==> config.mk <==
export PLATFORM = sky130hd
export DESIGN_NAME = cmmd_decode
export DESIGN_NICKNAME = d
export VERILOG_FILES = /design/src/rtl/core/cmmd_pkg.sv /design/src/rtl/core/cmmd_decode.sv
export SDC_FILE = /design/constraint.sdc
export NUM_CORES = 1
export LEC_CHECK = 0
export ABC_AREA = 1
export BUFFER_PORTS_ARGS = -buffer_cell sky130_fd_sc_hd__buf_2
export CAP_MARGIN = 5
export CORE_MARGIN = 10
export CORE_UTILIZATION = 36
export DETAILED_ROUTE_END_ITERATION = 8
export GPL_TIMING_DRIVEN = 0
export PLACE_DENSITY = 0.95
export SLEW_MARGIN = 20
export SYNTH_ARGS = -nofsm -noshare
export SYNTH_HDL_FRONTEND = slang
export SYNTH_SLANG_ARGS = --single-unit
==> constraint.sdc <==
create_clock -name vclk -period 3.67
set_clock_uncertainty 0.2 [all_clocks]
set_input_delay 0.9175 -clock vclk [all_inputs]
set_output_delay 0.9175 -clock vclk [all_outputs]
set_load 0.01 [all_outputs]
==> src/rtl/core/cmmd_pkg.sv <==
package cmmd_pkg;

   // Region codes reported with each result
   localparam logic [2:0] REGION_NONE    = 3'd0;
   localparam logic [2:0] REGION_RAM     = 3'd1;
   localparam logic [2:0] REGION_PAR     = 3'd2;
   localparam logic [2:0] REGION_SCRATCH = 3'd3;
   localparam logic [2:0] REGION_IO      = 3'd4;
   localparam logic [2:0] REGION_CACHE   = 3'd5;

   // Access size codes
   localparam logic [1:0] SIZE_BYTE = 2'd0;
   localparam logic [1:0] SIZE_HALF = 2'd1;
   localparam logic [1:0] SIZE_WORD = 2'd2;

   // Address map constants
   localparam logic [15:0] SEG_SCRATCH_IO = 16'h1f80;
   localparam logic [15:0] SEG_PAR        = 16'h1f00;
   localparam logic [15:0] SEG_ROM_LO     = 16'hbfc0;
   localparam logic [15:0] SEG_ROM_HI     = 16'hbfc7;
   localparam logic [15:0] SEG_KUSEG_END  = 16'h0080;
   localparam logic [15:0] SEG_KSEG0      = 16'h8000;
   localparam logic [15:0] SEG_KSEG0_END  = 16'h8080;
   localparam logic [15:0] SEG_KSEG1      = 16'ha000;
   localparam logic [15:0] SEG_KSEG1_END  = 16'ha080;
   localparam logic [31:0] IO_BOUNDARY    = 32'h1f80_1000;
   localparam logic [31:0] CACHE_CTRL     = 32'hfffe_0130;
   localparam logic [31:0] CODE_ISOLATE_A = 32'h0000_0800;
   localparam logic [31:0] CODE_ISOLATE_B = 32'h0000_0804;
   localparam logic [31:0] CODE_RESTORE   = 32'h0001_e988;

   typedef enum logic [2:0] {
      TGT_NONE,
      TGT_RAM,
      TGT_PAR,
      TGT_SCRATCH,
      TGT_ROM
   } tgt_type;

   typedef enum logic [1:0] {
      CACHE_OP_NONE,
      CACHE_OP_ISOLATE,
      CACHE_OP_RESTORE
   } cache_op_type;

   typedef struct packed {
      logic        command;
      logic [1:0]  access_size;
      logic [31:0] address;
      logic [31:0] write_data;
   } req_type;

   typedef struct packed {
      logic [31:0] read_data;
      logic [2:0]  region;
      logic        ram_isolated;
   } rsp_type;

   // Decoded access, handed from the decoder to the access control
   typedef struct packed {
      tgt_type      target;
      logic [2:0]   region;
      logic         is_write;
      logic [1:0]   size;
      logic [31:0]  addr_al;
      cache_op_type cache_op;
   } dec_type;

endpackage

==> src/rtl/core/cmmd_decode.sv <==
module cmmd_decode
   import cmmd_pkg::*;
(
   input  req_type req,
   input  logic    isolated,
   output dec_type dec
);

   logic [15:0] seg;
   logic [1:0]  size_n;
   logic        ram_seg;

   assign seg = req.address[31:16];

   // Treat size three as a word
   assign size_n = (req.access_size > SIZE_WORD) ? SIZE_WORD : req.access_size;

   assign ram_seg = (seg < SEG_KUSEG_END) ||
                    (seg >= SEG_KSEG0 && seg < SEG_KSEG0_END) ||
                    (seg >= SEG_KSEG1 && seg < SEG_KSEG1_END);

   always_comb begin
      dec.target   = TGT_NONE;
      dec.region   = REGION_NONE;
      dec.is_write = req.command;
      dec.size     = size_n;
      dec.cache_op = CACHE_OP_NONE;

      // Drop the address bits below the access size
      dec.addr_al = req.address;
      case (size_n)
         SIZE_BYTE: dec.addr_al = req.address;
         SIZE_HALF: dec.addr_al = {req.address[31:1], 1'b0};
         default:   dec.addr_al = {req.address[31:2], 2'b00};
      endcase

      if (seg == SEG_SCRATCH_IO) begin
         if (req.address < IO_BOUNDARY) begin
            dec.target = TGT_SCRATCH;
            dec.region = REGION_SCRATCH;
         end else begin
            dec.region = REGION_IO;
         end
      end else if (seg == SEG_PAR) begin
         dec.target = TGT_PAR;
         dec.region = REGION_PAR;
      end else if (seg >= SEG_ROM_LO && seg <= SEG_ROM_HI) begin
         // ROM has no region code of its own
         dec.target = TGT_ROM;
      end else if (ram_seg && !isolated) begin
         dec.target = TGT_RAM;
         dec.region = REGION_RAM;
      end else if ({req.address[31:2], 2'b00} == CACHE_CTRL) begin
         dec.region = REGION_CACHE;
         if (req.command && size_n == SIZE_WORD) begin
            if (req.write_data == CODE_ISOLATE_A || req.write_data == CODE_ISOLATE_B) begin
               dec.cache_op = CACHE_OP_ISOLATE;
            end else if (req.write_data == CODE_RESTORE) begin
               dec.cache_op = CACHE_OP_RESTORE;
            end
         end
      end
   end

endmodule

## Word-level counts from Yosys, hierarchy flattened

Cells that the tools add are included.

- Bits in registers: 0
- Latch bits: 0
- RAM bits: 0
- Bits in read-only memories: 0
- Input port bits: 68
- Output and inout port bits: 43
- Word-level logic and storage cells: 46
- Memories: 0

- Add/subtract/negate cells: 0
- $mul: 0
- Divide/modulo/power cells: 0
- Magnitude comparators: 9
- Eq/ne operators: 8
- Shift-type cells: 0
- Mux-type cells: 19
- Bitwise gates (word level): 0
- Reductions and logical operators: 10

Operators with widths:

| kind | number |
|---|---|
| 32-bit by 12-bit equality test with 1-bit output (second input constant) | 2 |
| 16-bit greater-or-equal comparator (second input constant) | 3 |
| 16-bit by 13-bit equality test with 1-bit output (second input constant) | 2 |
| 32-bit by 17-bit equality test with 1-bit output (second input constant) | 1 |
| 16-bit < comparator (second input constant) | 2 |
| 32-bit by 29-bit < comparator with 1-bit output (second input constant) | 1 |
| 30-bit equality test (second input constant) | 1 |
| 2-bit two-way mux | 10 |
| 16-bit less-or-equal comparator (second input constant) | 1 |
| 16-bit by 8-bit < comparator with 1-bit output (second input constant) | 1 |
| 3-bit two-way mux | 5 |
| 6-bit two-way mux | 2 |
| 1-bit logical AND | 5 |
| 2-bit one-hot mux with 2 select lines | 1 |
| 1-bit logical OR | 3 |
| 2-bit by 1-bit equality test with 1-bit output (second input constant) | 1 |
| 2-bit equality test (second input constant) | 1 |
| 2-bit greater-than comparator (second input constant) | 1 |
| 2-bit logical NOT | 1 |
| 1-bit logical NOT | 1 |
| 1-bit two-way mux | 1 |

## Logic depth before layout (Yosys ltp)

- Word-level depth: 10
- Depth in mapped cells: 8
- Depth with buffers taken out: 8

## Least setup slack after synthesis

Ideal clock, no wire load.

- Path kind: input port to output port
- Start: input port req[51] in the netlist's numbering
- End: output port dec[41] in the netlist's numbering
- Arrival time: 1,694 ps
- Setup slack: 858 ps
- Stages on the path: 8
- Buffers on the path: 1
- Cells stage by stage: inv_2 > nand2_1 > nor2_2 > nand2_1 > nor2_1 > nand4_1 > nand2_1 > buf_4

RTL lines:

| element | line | source |
|---|---|---|
| start: declaration | cmmd_decode.sv:4 | `input req_type req,` |
| end: declaration | cmmd_decode.sv:6 | `output dec_type dec` |

==> reports/summary.txt <==
Status -> finished clean
Worst Path Arrival -> 2.00 ns
RSZ-0062 raised after global routing -> false
Hold_buf cts -> 0
Total Wirelength -> 3585 um
Fin. max-slew vios -> 0
Width of the die -> 68.22 um
Port bufs -> 111
NumNets Final -> 355
Cell Chain, Critical Path -> buf_2 > inv_2 > nand2_1 > nor2_2 > nand2_1 > nor2_1 > nand4_1 > nand2_1 > buf_4 > buf_2
Yosys warnings -> 0
Number of cell rows -> 17
Die height -> 68.22 um
CP Class -> input port to output pin
Area grow syn2layout -> 70.55%
VDD IR-drop max -> 0.05984 mV
CTS resizes -> 0
CORE AREA -> 2212 um2
Seq_cells -> 0
Critical Path Source -> req[51]
P_leak -> 0.9054 nW
First-pass GRT wire length -> 5575 um
Hpwl dp -> 3420 um
Vias in the first global route -> 1,448
DR vias -> 1,346
CP Max Fanout -> 3
Global route overflow -> 0
Commonest non-fill, non-tap cell in the layout -> buf_2
Pre-CTS WS -> 0.5592 ns
Crit path top cell by count -> nand2_1
Sequential element share of the synthesized area -> 0%
Vias per cell -> 4.300
RD Place Congestion -> 0.8693
Post-Syn Instances -> 174
Share of cells above drive strength 1 -> 54.04%
Hold Fails Final Rpt -> 0
Hold depth -> 3
Slew of the pin with the lowest slew margin -> 0.2249 ns
Sum Neg Setup Slack -> 0 ns
Syn_nets -> 242
Worst slew margin -> 84.89%
Min-delay src -> req[64]
Hold endpoint -> dec[2]
Post-route ant nets -> 0
Post-CTS Setup Inserts -> 0
DRC viols -> 0
Diode count -> 0
CP max stage cell -> nand4_1
Final min period -> 3.121 ns
Syn avg cell area -> 4.811 um2
Largest net degree at the start of global routing -> 8
Fin crit share -> 85.04%
Tot GR Track Use -> 14.47%
Iteration-0 DRC Markers -> 35
Required time of the critical path -> 2.55 ns
DR pass1 iterations -> 4
Clock buffers -> 0
Max-cap violations -> 0
Crit path largest cell delay -> 0.17 ns
Critical Path End Type -> output pin
Worst Hold Class -> input port to output pin
IO Pins -> 111
Maximum clock rate -> 0.3204 GHz
Final setup fails -> 0
Worst setup SP type -> input port
Most frequent cells in the layout -> 111 x buf_2, 41 x nor2_1, 41 x nand2_1, 32 x buf_4, 22 x inv_1
Final WS setup -> 0.5489 ns
Fillers -> 239
Register area -> 0 um2
Pwr/cell area -> 91.28 nW/um2
Detailed-route wire length per cell -> 11.45 um
Antenna violations before repair -> 0
Multi-input gate area -> 488.0 um2
Die area -> 4654 um2
Area of the mapped netlist -> 837.1 um2
Count of cell types in the netlist -> 17
Starting Density -> 37.84%
## power breakdown
part	total (W)	switching, W	internal [W]
clock	0	0	0
combinational	0.000130	0.0000605	0.0000698
sequential	0	0	0
total	0.000130	0.0000605	0.0000698
## per-layer routing
metal	wire length, um	track usage [%]	up-vias
li1	-	-	721
met1	1130	12.12	557
met2	1826	29.77	62
met3	571	7.341	6
met4	56	2.010	0
met5	0	0	-
## stage by stage
step | cells | total power, W | area, um2 | hold WS [ns] | util [%]
CTS | 313 | 0.0001324 | 1428 | 1.893 | 64.54
global route | 313 | 0.0001468 | 1428 | 1.910 | 64.54
finish | 313 | 0.0001303 | 1428 | 1.888 | 64.54
global placement | 313 | 0.0001288 | 1428 | 1.889 | 64.54
detailed placement | 313 | 0.0001318 | 1428 | 1.892 | 64.54
floorplan | 174 | 0.00006240 | 837.1 | 1.683 | -
## how the worst max path moves through the flow
| stage | cells past startpoint | to | slack, ns |
|---|---|---|---|
| after floorplan | 8 | dec[41] | 0.86 |
| after global placement | 10 | dec[41] | 0.57 |
| after detailed placement | 10 | dec[41] | 0.56 |
| after CTS | 10 | dec[41] | 0.56 |
| after global routing | 9 | dec[41] | 0.41 |
| final | 10 | dec[41] | 0.55 |
## logic make-up (layout without fill, tap and decap cells)
group,count (synthesis),count (layout),synth area share (%)
compound gates,3,3,1.792
buf+inv,61,172,41.70
simple gates,110,110,56.50
## Yosys cell counts
master	instances	area [um2]
a21oi_1	1	5.000
buf_4	32	240.2
clkbuf_1	1	3.750
clkinv_1	1	3.750
inv_1	22	82.58
inv_2	5	18.77
nand2_1	41	153.9
nand3_1	5	25.02
nand3b_1	1	7.510
nand4_1	7	43.79
nor2_1	41	153.9
nor2_2	5	31.28
nor3_1	8	40.04
nor3_2	1	10.01
nor3b_1	1	7.510
o21ai_0	1	5.000
o21ai_1	1	5.000
## area by class of cell
| cell class | instances | share of cell area, % |
|---|---|---|
| inverters | 28 | 7.362 |
| well taps | 28 | 2.454 |
| plain buffers | 33 | 17.09 |
| repair buffers | 111 | 38.91 |
| multi-input cells | 113 | 34.18 |
## worst max-delay path: cells and delay by family
family	cells	cell delay, ns
buffers and inverters	4	0.41
and+or+nand+nor	6	0.68
(Power assumes the default switching activity.)
